[config.mk]
export PLATFORM = sky130hd
export DESIGN_NAME = msp_ctrl
export DESIGN_NICKNAME = d
export VERILOG_FILES = /design/src/rtl/core/msp_pkg.sv /design/src/rtl/core/msp_ctrl.sv
export SDC_FILE = /design/constraint.sdc
export NUM_CORES = 1
export LEC_CHECK = 0
export ABC_AREA = 1
export ABC_CLOCK_PERIOD_IN_PS = 2700
export BUFFER_PORTS_ARGS = -buffer_cell sky130_fd_sc_hd__buf_2
export CORE_UTILIZATION = 25
export CTS_BUF_LIST = sky130_fd_sc_hd__clkbuf_16
export DETAILED_ROUTE_END_ITERATION = 6
export PLACE_DENSITY = 0.48
export SLEW_MARGIN = 30
export SYNTH_ARGS = -nofsm -noshare
export SYNTH_HDL_FRONTEND = slang
export SYNTH_SLANG_ARGS = --single-unit
[constraint.sdc]
create_clock -name clk -period 2.7 [get_ports clk]
set_input_delay 0.405 -clock clk [delete_from_list [all_inputs] [get_ports clk]]
set_output_delay 0.405 -clock clk [all_outputs]
set_load 0.01 [all_outputs]
[src/rtl/core/msp_pkg.sv]
package msp_pkg;

	// Default sizes of the block.
	localparam int MAX_N_DEF      = 1024;
	localparam int VALUE_BITS_DEF = 16;

	// Fixed field widths.
	localparam int K_W        = 11;
	localparam int COST_OUT_W = 52;
	localparam int APB_AW     = 2;
	localparam int APB_DW     = 32;

	// Register map (byte addresses).
	localparam logic [APB_AW-1:0] REG_NUM_GROUPS = 2'd0;
	localparam logic [K_W-1:0]    K_RESET        = 11'd1;

	// Controller states.
	typedef enum logic [4:0] {
		ST_LOAD,
		ST_CHECK,
		ST_ROW1_RD,
		ST_ROW1_DIFF,
		ST_ROW1_MUL,
		ST_ROW1_WR,
		ST_ROW_CHECK,
		ST_ROW_START,
		ST_POP,
		ST_SPAN_SETUP,
		ST_MID_RD,
		ST_MID_LAT,
		ST_CAND_RD,
		ST_CAND_DIFF,
		ST_CAND_MUL,
		ST_CAND_CMP,
		ST_SPAN_END,
		ST_SP_CHECK,
		ST_ROW_NEXT,
		ST_RES_RD,
		ST_FINISH
	} msp_state_t;

	// Commands from the controller to the datapath.
	typedef struct packed {
		logic load_en;
		logic init_calc;
		logic row1_rd;
		logic row1_diff;
		logic mul;
		logic row1_wr;
		logic row_start;
		logic pop;
		logic span_setup;
		logic mid_rd;
		logic mid_lat;
		logic cand_diff;
		logic cand_cmp;
		logic span_end;
		logic row_next;
		logic res_rd;
		logic finish;
	} msp_cmd_t;

	// Status from the datapath to the controller.
	typedef struct packed {
		logic infeasible;
		logic i_last;
		logic grp_done;
		logic cand_more;
		logic sp_zero;
		logic out_free;
	} msp_status_t;

endpackage

[src/rtl/core/msp_ctrl.sv]
module msp_ctrl
	import msp_pkg::*;
(
	input  logic        clk,
	input  logic        arst_n,
	input  logic        in_accept,
	input  logic        in_last,
	input  msp_status_t status,
	output msp_cmd_t    cmd
);

	msp_state_t state_q, state_d;

	// State register.
	always_ff @(posedge clk or negedge arst_n) begin
		if (!arst_n) begin
			state_q <= ST_LOAD;
		end else begin
			state_q <= state_d;
		end
	end

	// Next state and commands.
	always_comb begin
		state_d = state_q;
		cmd     = '0;
		unique case (state_q)
			ST_LOAD: begin
				cmd.load_en = 1'b1;
				if (in_accept && in_last) state_d = ST_CHECK;
			end
			ST_CHECK: begin
				cmd.init_calc = 1'b1;
				state_d = status.infeasible ? ST_FINISH : ST_ROW1_RD;
			end
			ST_ROW1_RD: begin
				cmd.row1_rd = 1'b1;
				state_d = ST_ROW1_DIFF;
			end
			ST_ROW1_DIFF: begin
				cmd.row1_diff = 1'b1;
				state_d = ST_ROW1_MUL;
			end
			ST_ROW1_MUL: begin
				cmd.mul = 1'b1;
				state_d = ST_ROW1_WR;
			end
			ST_ROW1_WR: begin
				cmd.row1_wr = 1'b1;
				state_d = status.i_last ? ST_ROW_CHECK : ST_ROW1_RD;
			end
			ST_ROW_CHECK: begin
				state_d = status.grp_done ? ST_RES_RD : ST_ROW_START;
			end
			ST_ROW_START: begin
				cmd.row_start = 1'b1;
				state_d = ST_POP;
			end
			ST_POP: begin
				cmd.pop = 1'b1;
				state_d = ST_SPAN_SETUP;
			end
			ST_SPAN_SETUP: begin
				cmd.span_setup = 1'b1;
				state_d = ST_MID_RD;
			end
			ST_MID_RD: begin
				cmd.mid_rd = 1'b1;
				state_d = ST_MID_LAT;
			end
			ST_MID_LAT: begin
				cmd.mid_lat = 1'b1;
				state_d = ST_CAND_RD;
			end
			ST_CAND_RD: begin
				state_d = status.cand_more ? ST_CAND_DIFF : ST_SPAN_END;
			end
			ST_CAND_DIFF: begin
				cmd.cand_diff = 1'b1;
				state_d = ST_CAND_MUL;
			end
			ST_CAND_MUL: begin
				cmd.mul = 1'b1;
				state_d = ST_CAND_CMP;
			end
			ST_CAND_CMP: begin
				cmd.cand_cmp = 1'b1;
				state_d = ST_CAND_RD;
			end
			ST_SPAN_END: begin
				cmd.span_end = 1'b1;
				state_d = ST_SP_CHECK;
			end
			ST_SP_CHECK: begin
				state_d = status.sp_zero ? ST_ROW_NEXT : ST_POP;
			end
			ST_ROW_NEXT: begin
				cmd.row_next = 1'b1;
				state_d = ST_ROW_CHECK;
			end
			ST_RES_RD: begin
				cmd.res_rd = 1'b1;
				state_d = ST_FINISH;
			end
			ST_FINISH: begin
				cmd.res_rd = 1'b1;
				if (status.out_free) begin
					cmd.finish = 1'b1;
					state_d = ST_LOAD;
				end
			end
			default: begin
				state_d = ST_LOAD;
			end
		endcase
	end

endmodule

; ---- Yosys cells after proc, flatten, opt, wreduce, memory -nomap -nowiden
; Index checks and enable logic that the tools add are counted.
[op_classes]
n_eq_ne = 22
mux = 26
reduce_logical = 6
[op_table]
columns = cell, count
row1 = 5-bit one-hot mux with 20 select lines, 1
row2 = "5-bit by 4-bit == test with 1-bit output, second input constant", 8
row3 = 5-bit 2-to-1 mux, 6
row4 = "5-bit == test, second input constant", 5
row5 = "5-bit by 3-bit == test with 1-bit output, second input constant", 4
row6 = 1-bit 2-to-1 mux, 18
row7 = "5-bit by 2-bit == test with 1-bit output, second input constant", 2
row8 = 2-bit OR reduction, 3
row9 = "5-bit by 1-bit == test with 1-bit output, second input constant", 1
row10 = 5-bit logical NOT, 1
row11 = "2-bit inequality test, second input constant", 2
row12 = 3-bit 2-to-1 mux, 1
row13 = 2-bit AND reduction, 1
row14 = 1-bit logical AND, 1
[word_totals]
register_bits = 5
in_bits = 10
elab_cells = 55

; ---- Depth between registers and ports, before layout
; Gate-level depths: netlist of the first run.
[logic_depth]
ltp_word = 3
depth_mapped = 7

; ---- Worst setup path after synthesis of the first run
; Ideal clock, no wire load.
[synth_timing]
path_type = reg-to-output
start = reg state_q[0]
end = out cmd[0] (netlist bit)
arrival_time_ps = 1079
setup_slack_ps = 1216
path_buffers = 0
stages_incl_launch_ff = 6
required_ps = 2295
path_cell_list = dfrtp_1 nor2_2 inv_2 nor3_2 inv_1 nor2_1
[synth_lines]
columns = item, line
row1 = start: declaration, msp_ctrl.sv:12  ; msp_state_t state_q, state_d;
row2 = start signal: assignment, msp_ctrl.sv:19  ; state_q <= state_d;
row3 = end: declaration, msp_ctrl.sv:9  ; output msp_cmd_t cmd

==> flow_metrics.py, run 1 <==
metrics = {
    "setup_path": {
        "start_kind": "flip-flop",
        "worstPathRequired_ns": 2.30,
        "worstReg2RegStart": "state_q[4]",
        "rr_endpoint": "state_q[2]",
        "critPathKind": "reg -> out",
        "rrSetupSlack_ns": 1.27,
        "worstPathMaxFanout": 8,
        "ff2ff_path_depth": 5,
        "critical_path_arrival_ns": 1.46,
        "cp-end-kind": "primary output",
    },
    "global_route": {
        "antenna_found_initial": 0,
        "grt_util_met1_pct": 20.31,
        "grt_pass1_wl_mm": 3.187,
        "met3_usage_pct": 3.768,
        "grt_pass1_vias": 721,
        "grt_use_met2_pct": 24.47,
        "grt_max_degree": 9,
        "grt-ovfl-total": 0,
        "grt.total_usage_pct": 15.74,
        "grt_busiest_layer": "met2",
    },
    "logic_synthesis": {
        "synth_ff_type": "dfrtp_1",
        "syn_area_um2": 638.1,
        "synth_area_leaders": "dfrtp_1 20%, nand2_1 14%, nand3_1 9.4%, nor2_1 8.8%, inv_1 7.1%",
        "synth_edf_count": 0,
        "synthTopCellsByCount": "23 x nand2_1, 15 x nor2_1, 12 x inv_1, 12 x nand3_1, 8 x inv_2",
        "synth.avg_cell_area_um2": 5.964,
        "yosysSeqAreaShare_pct": 19.61,
        "yosysMostFrequentCell": "nand2_1",
        "ys_types": 18,
        "syn_inst": 107,
        "syn_nets": 117,
        "synth_top_cell_by_area": "dfrtp_1",
        "yosys_warnings": 0,
        "async_reset_ff_share_pct": 100.0,
        "synth_top_area_share_pct": 19.61,
        "ys_seq_elements": 5,
    },
    "placement": {
        "dp_hpwl_mm": 1.644,
        "dpl.cell_count": 160,
        "portBuffers": 26,
        "place.gp.congestion": 0.8305,
    },
    "run_status": {
        "status": "completed",
    },
    "floorplanning": {
        "io_pins": 27,
        "start_util_pct": 27.52,
        "fp.dieW_um": 52.52,
        "core_region_area_um2": 2318,
        "die_area_um2": 2758,
        "die_h_um": 52.52,
        "core.rowCount": 17,
    },
    "clock_tree": {
        "cts_buffers": 3,
        "clk_pin_slew_worst_paths_ns": 0.03,
        "post_cts.repair.setup_buffers": 0,
        "htree_levels": 1,
        "clk_path_buf_depth": 2,
        "cts_tree": "yes",
        "clkLatencyLatePin_ns": 0.23,
        "cts.sinks": 5,
        "root_buffer": "clkbuf_16",
    },
    "sta": {
        "setup_tns_ns": 0,
        "fin_skew_ns": 0.001477,
        "max_freq_mhz": 534.9,
        "finalHoldViolations": 0,
        "worstMarginPinSlew_ns": 0.3952,
        "fin_crit_ns": 1.870,
        "fin_crit_sh_pct": 69.25,
        "setup_viol": 0,
        "maxSlewHeadroom_pct": 73.65,
        "grt_setup_unrepaired": "no",
        "slew_violations": 0,
    },
    "detailed_routing": {
        "drc_errors": 0,
        "final_antenna_net_count": 0,
        "drt-total-wl_mm": 1.899,
        "wl_per_cell_um": 11.51,
        "num_vias": 756,
        "drt_first_pass_iters": 4,
        "drt_iter0_markers": 6,
        "via_per_inst": 4.582,
    },
    "power": {
        "ir_drop_v": 0.0003760,
        "power.total_mw": 0.9897,
        "p_per_area_nw_per_um2": 1116,
        "p_leak_nw": 0.5551,
    },
    "finish": {
        "multi_input_area_um2": 425.4,
        "final-instance-count-excl-fill": 165,
        "regMostFlops": "state_q",
        "seqCellArea_um2": 125.1,
        "drive_above_1_share_pct": 42.34,
        "area_growth_pct": 39.02,
        "fin_nets": 148,
        "n_fill_cell": 263,
        "largest_reg_flops": 5,
        "diodes": 0,
        "top_regs": "state_q (5)",
    },
    "hold_path": {
        "hold-path-cell-count": 5,
        "min_to": "state_q[0]",
        "hp-class": "in -> reg",
        "hp-start": "in_last",
    },
    "run": {
        "drv_cap": 0,
    },
}
==> how the worst max path moves through the flow <==
stage,to,cells past startpoint,start
finish,cmd[0],5,state_q[4]
global route,cmd[0],5,state_q[4]
CTS,cmd[0],5,state_q[4]
detailed placement,cmd[0],5,state_q[4]
global placement,cmd[0],6,state_q[0]
floorplan,cmd[0],5,state_q[0]
==> worst max-delay path, stage by stage (launching register included) <==
cell	delay, ns
dfrtp_1	0.57
inv_2	0.16
nor3_2	0.23
inv_1	0.07
nor2_1	0.08
buf_2	0.13
==> power breakdown <==
part | switching [mW] | leakage [nW] | internal (mW) | total, mW
sequential | 0.0746 | 0.0644 | 0.111 | 0.186
clock | 0.0468 | 0.0423 | 0.192 | 0.238
combinational | 0.376 | 0.448 | 0.190 | 0.565
total | 0.497 | 0.555 | 0.493 | 0.990
==> cells in the final DEF (no fill, tap or decap), types with 4 or more instances in the layout <==
master   instances
buf_2           26
dfrtp_1          5
inv_1           13
inv_2            8
nand2_1         23
nand2_2          5
nand3_1         12
nor2_1          15
nor2_2           4
nor2_4           4
nor3_2           4
==> kinds of logic (layout without fill, tap and decap cells) <==
| kind of cell | Yosys count | after routing | synth area share, % |
|---|---|---|---|
| flops | 5 | 5 | 19.61 |
| buf+inv | 23 | 53 | 13.72 |
| compound gates | 4 | 4 | 4.313 |
| simple gates | 75 | 75 | 62.35 |
==> area by class of cell <==
cell class              instances  area share, %
flip-flops and latches          5          14.10
clock inverters                 1         0.4231
inverters                      22          9.309
repair buffers                 27          15.80
multi-input cells              79          47.95
clock buffers                   3          8.463
well taps                      28          3.949
==> what timing repair did <==
action                                 4_1_cts  5_1_grt
endpoints found under the hold margin        5        0
setup endpoints to repair                    0        0
hold buffers                                 1        0
resized for setup                            0        0
==> layer usage <==
metal,vias up,share of wire (%)
li1,394,-
met1,335,48
met2,23,46
met3,4,4.7
met4,0,1.9
met5,-,0
==> per-stage QoR <==
stage	instance area, um2	hold WS [ns]	util [%]	setup slack (ns)
4_1_cts	887.1	0.5113	38.26	0.8331
3_3_place_gp	798.3	0.2232	34.43	1.117
3_5_place_dp	798.3	0.2268	34.43	1.065
5_1_grt	887.1	0.5388	38.26	0.6987
2_1_floorplan	638.1	0.1094	-	1.216
6_report	887.1	0.5121	38.26	0.8303
No activity file was read; power rests on OpenSTA's default activity.
==> inputs of run 2 (changes only) <==
ABC_CLOCK_PERIOD_IN_PS = 1650   (was 2700)
PLACE_DENSITY = 0.5   (was 0.48)
clock period = 1.65 ns   (was 2.7 ns; I/O delays follow)
==> run 2 against run 1 <==
Wire length is 4.4% higher. Largest power group unchanged. Cell count is 5.5% higher. Highest routed layer unchanged. Largest cell class unchanged. Sequential share of layout area is 0.63 points lower. Clock power is 67% higher.
==> flow_metrics.py, run 2 (synthesis results as in run 1) <==
metrics = {
    "setup_path": {
        "critPathTopFamily": "flip-flops",
        "crit_cells": 5,
        "slowest_stage": "dfrtp_2",
        "path_common_cell": "nand2_1",
        "critical_path_arrival_ns": 1.34,
        "ff2ff_path_depth": 7,
        "path_cells": "buf_4, nor2_2, nand2_1, nand2_1, buf_2",
        "cp-end-kind": "primary output",
        "start_kind": "flip-flop",
        "critPathKind": "reg -> out",
        "worstPathRequired_ns": 1.40,
        "worstPathMaxFanout": 6,
        "crit_buf_inv": 2,
        "cp_slowest_stage_delay_ns": 0.46,
    },
    "sta": {
        "setup_viol": 0,
        "slew_violations": 0,
        "fin_crit_sh_pct": 96.40,
        "finalHoldViolations": 0,
        "worstMarginPinSlew_ns": 0.2532,
        "fin_crit_ns": 1.591,
        "worst_slack_ns": 0.05940,
        "whs_ns": 0.3553,
        "max_freq_mhz": 628.7,
        "fin_skew_ns": 0.0003031,
        "maxSlewHeadroom_pct": 82.99,
        "setup_tns_ns": 0,
        "grt_setup_unrepaired": "yes",
    },
    "floorplanning": {
        "die_area_um2": 2758,
        "io_pins": 27,
        "core_region_area_um2": 2318,
        "fp.dieW_um": 52.52,
        "start_util_pct": 27.52,
        "core.rowCount": 17,
        "die_h_um": 52.52,
    },
    "global_route": {
        "grt.total_usage_pct": 16.31,
        "grt_pass1_wl_mm": 3.201,
        "grt_max_degree": 9,
        "grt_pass1_vias": 724,
        "grt-ovfl-total": 0,
        "antenna_found_initial": 0,
    },
    "run": {
        "drv_cap": 0,
    },
    "finish": {
        "utilization_pct": 42.04,
        "drive_above_1_share_pct": 50.00,
        "layout_common_cells": "26 x buf_2, 22 x nand2_1, 15 x nor2_1, 13 x inv_1, 12 x nand3_1",
        "top_regs": "state_q (5)",
        "diodes": 0,
        "largest_reg_flops": 5,
        "regMostFlops": "state_q",
        "fin_nets": 157,
        "final_area_um2": 974.7,
        "layout_commonest_cell": "buf_2",
        "area_growth_pct": 52.75,
        "final-instance-count-excl-fill": 174,
    },
    "clock_tree": {
        "root_buffer": "clkbuf_16",
        "clkLatencyLatePin_ns": 0.23,
        "cts.sinks": 5,
        "htree_levels": 1,
        "clk_pin_slew_worst_paths_ns": 0.03,
        "cts_buffers": 3,
        "clk_path_buf_depth": 2,
        "cts_tree": "yes",
    },
    "detailed_routing": {
        "drt_first_pass_iters": 4,
        "num_vias": 807,
        "drt_iter0_markers": 12,
        "drt-total-wl_mm": 1.983,
        "via_per_inst": 4.638,
        "final_antenna_net_count": 0,
        "wl_per_cell_um": 11.40,
        "drc_errors": 0,
    },
    "hold_path": {
        "hp-class": "in -> async",
    },
    "placement": {
        "dp_hpwl_mm": 1.589,
        "dp_slack_ns": 0.2159,
        "dpl.cell_count": 161,
        "place_area_um2": 805.8,
        "place.gp.congestion": 0.8650,
        "portBuffers": 26,
    },
    "power": {
        "p_leak_nw": 0.6005,
        "internal_power_mw": 0.9633,
        "switching_share_pct": 47.75,
        "p_sw_mw": 0.8801,
        "combPwrFrac_pct": 61.5,
        "ir_drop_v": 0.0009245,
        "power.total_mw": 1.843,
        "clkPwrFrac_pct": 21.6,
        "p_per_area_nw_per_um2": 1891,
        "seqPwrFrac_pct": 16.9,
    },
    "run_status": {
        "status": "completed",
    },
}
==> run 2: cell types whose count changed in the layout (fill, tap and decap cells not counted) <==
cell     change
dfrtp_2      +5
nor2_4       +1
dfrtp_1      -5
nand2_2      +1
nor3_2       -1
nor2_2       -1
nand2_1      -1
nor3_4       +1
buf_4        +9
==> run 2: repair_timing <==
action	CTS	global route
endpoints found under the setup margin	3	10
gates resized for setup	2	6
pin swaps	1	2
buffers inserted	3	5
hold buffers	1	0
endpoints found under the hold margin	5	0
==> run 2: power by group through the flow <==
stage          Sequential, mW  Clock, mW  Combinational (mW)
2_1_floorplan           0.268          0               0.702
3_3_place_gp            0.297          0               0.949
3_5_place_dp            0.299          0               0.947
4_1_cts                 0.309      0.404                1.03
5_1_grt                 0.321      0.422                1.25
6_report                0.312      0.398                1.13
==> run 2: worst paths after layout <==
path	end	slack, ns	from
max reg2reg	state_q[2]	0.32	state_q[2]
min	state_q[2]	0.36	arst_n
min in group clk	state_q[3]	0.36	status[1]
min reg2reg	state_q[3]	0.71	state_q[4]
max	cmd[12]	0.06	state_q[4]
max in group asynchronous	state_q[0]	1.14	arst_n
==> run 2: final cells by class <==
| type | count | area [um2] |
|---|---|---|
| Clock buffer | 3 | 75.07 |
| Clock inverter | 1 | 3.754 |
| Fill cell | 258 | 1344 |
| Inverter | 22 | 82.58 |
| Multi-Input combinational cell | 79 | 439.2 |
| Sequential cell | 5 | 131.4 |
| Tap cell | 28 | 35.03 |
| Timing Repair Buffer | 36 | 207.7 |
==> run 2: worst register-to-register path: stages, from the launching register on <==
cell and delay [ns]:
dfrtp_2 0.45, nor2_4 0.20, buf_4 0.16, buf_4 0.09, nand4_1 0.11, nand2_1 0.10
nor2_1 0.04, nand4_1 0.10
==> run 2: per-layer routing <==
metal | part of all wire [%] | track usage, % | vias to the layer above
li1 | - | - | 408
met1 | 46 | 21.07 | 365
met2 | 46 | 26.16 | 32
met3 | 7.5 | 3.768 | 2
met4 | 0.91 | 5.702 | 0
met5 | 0 | 0 | -
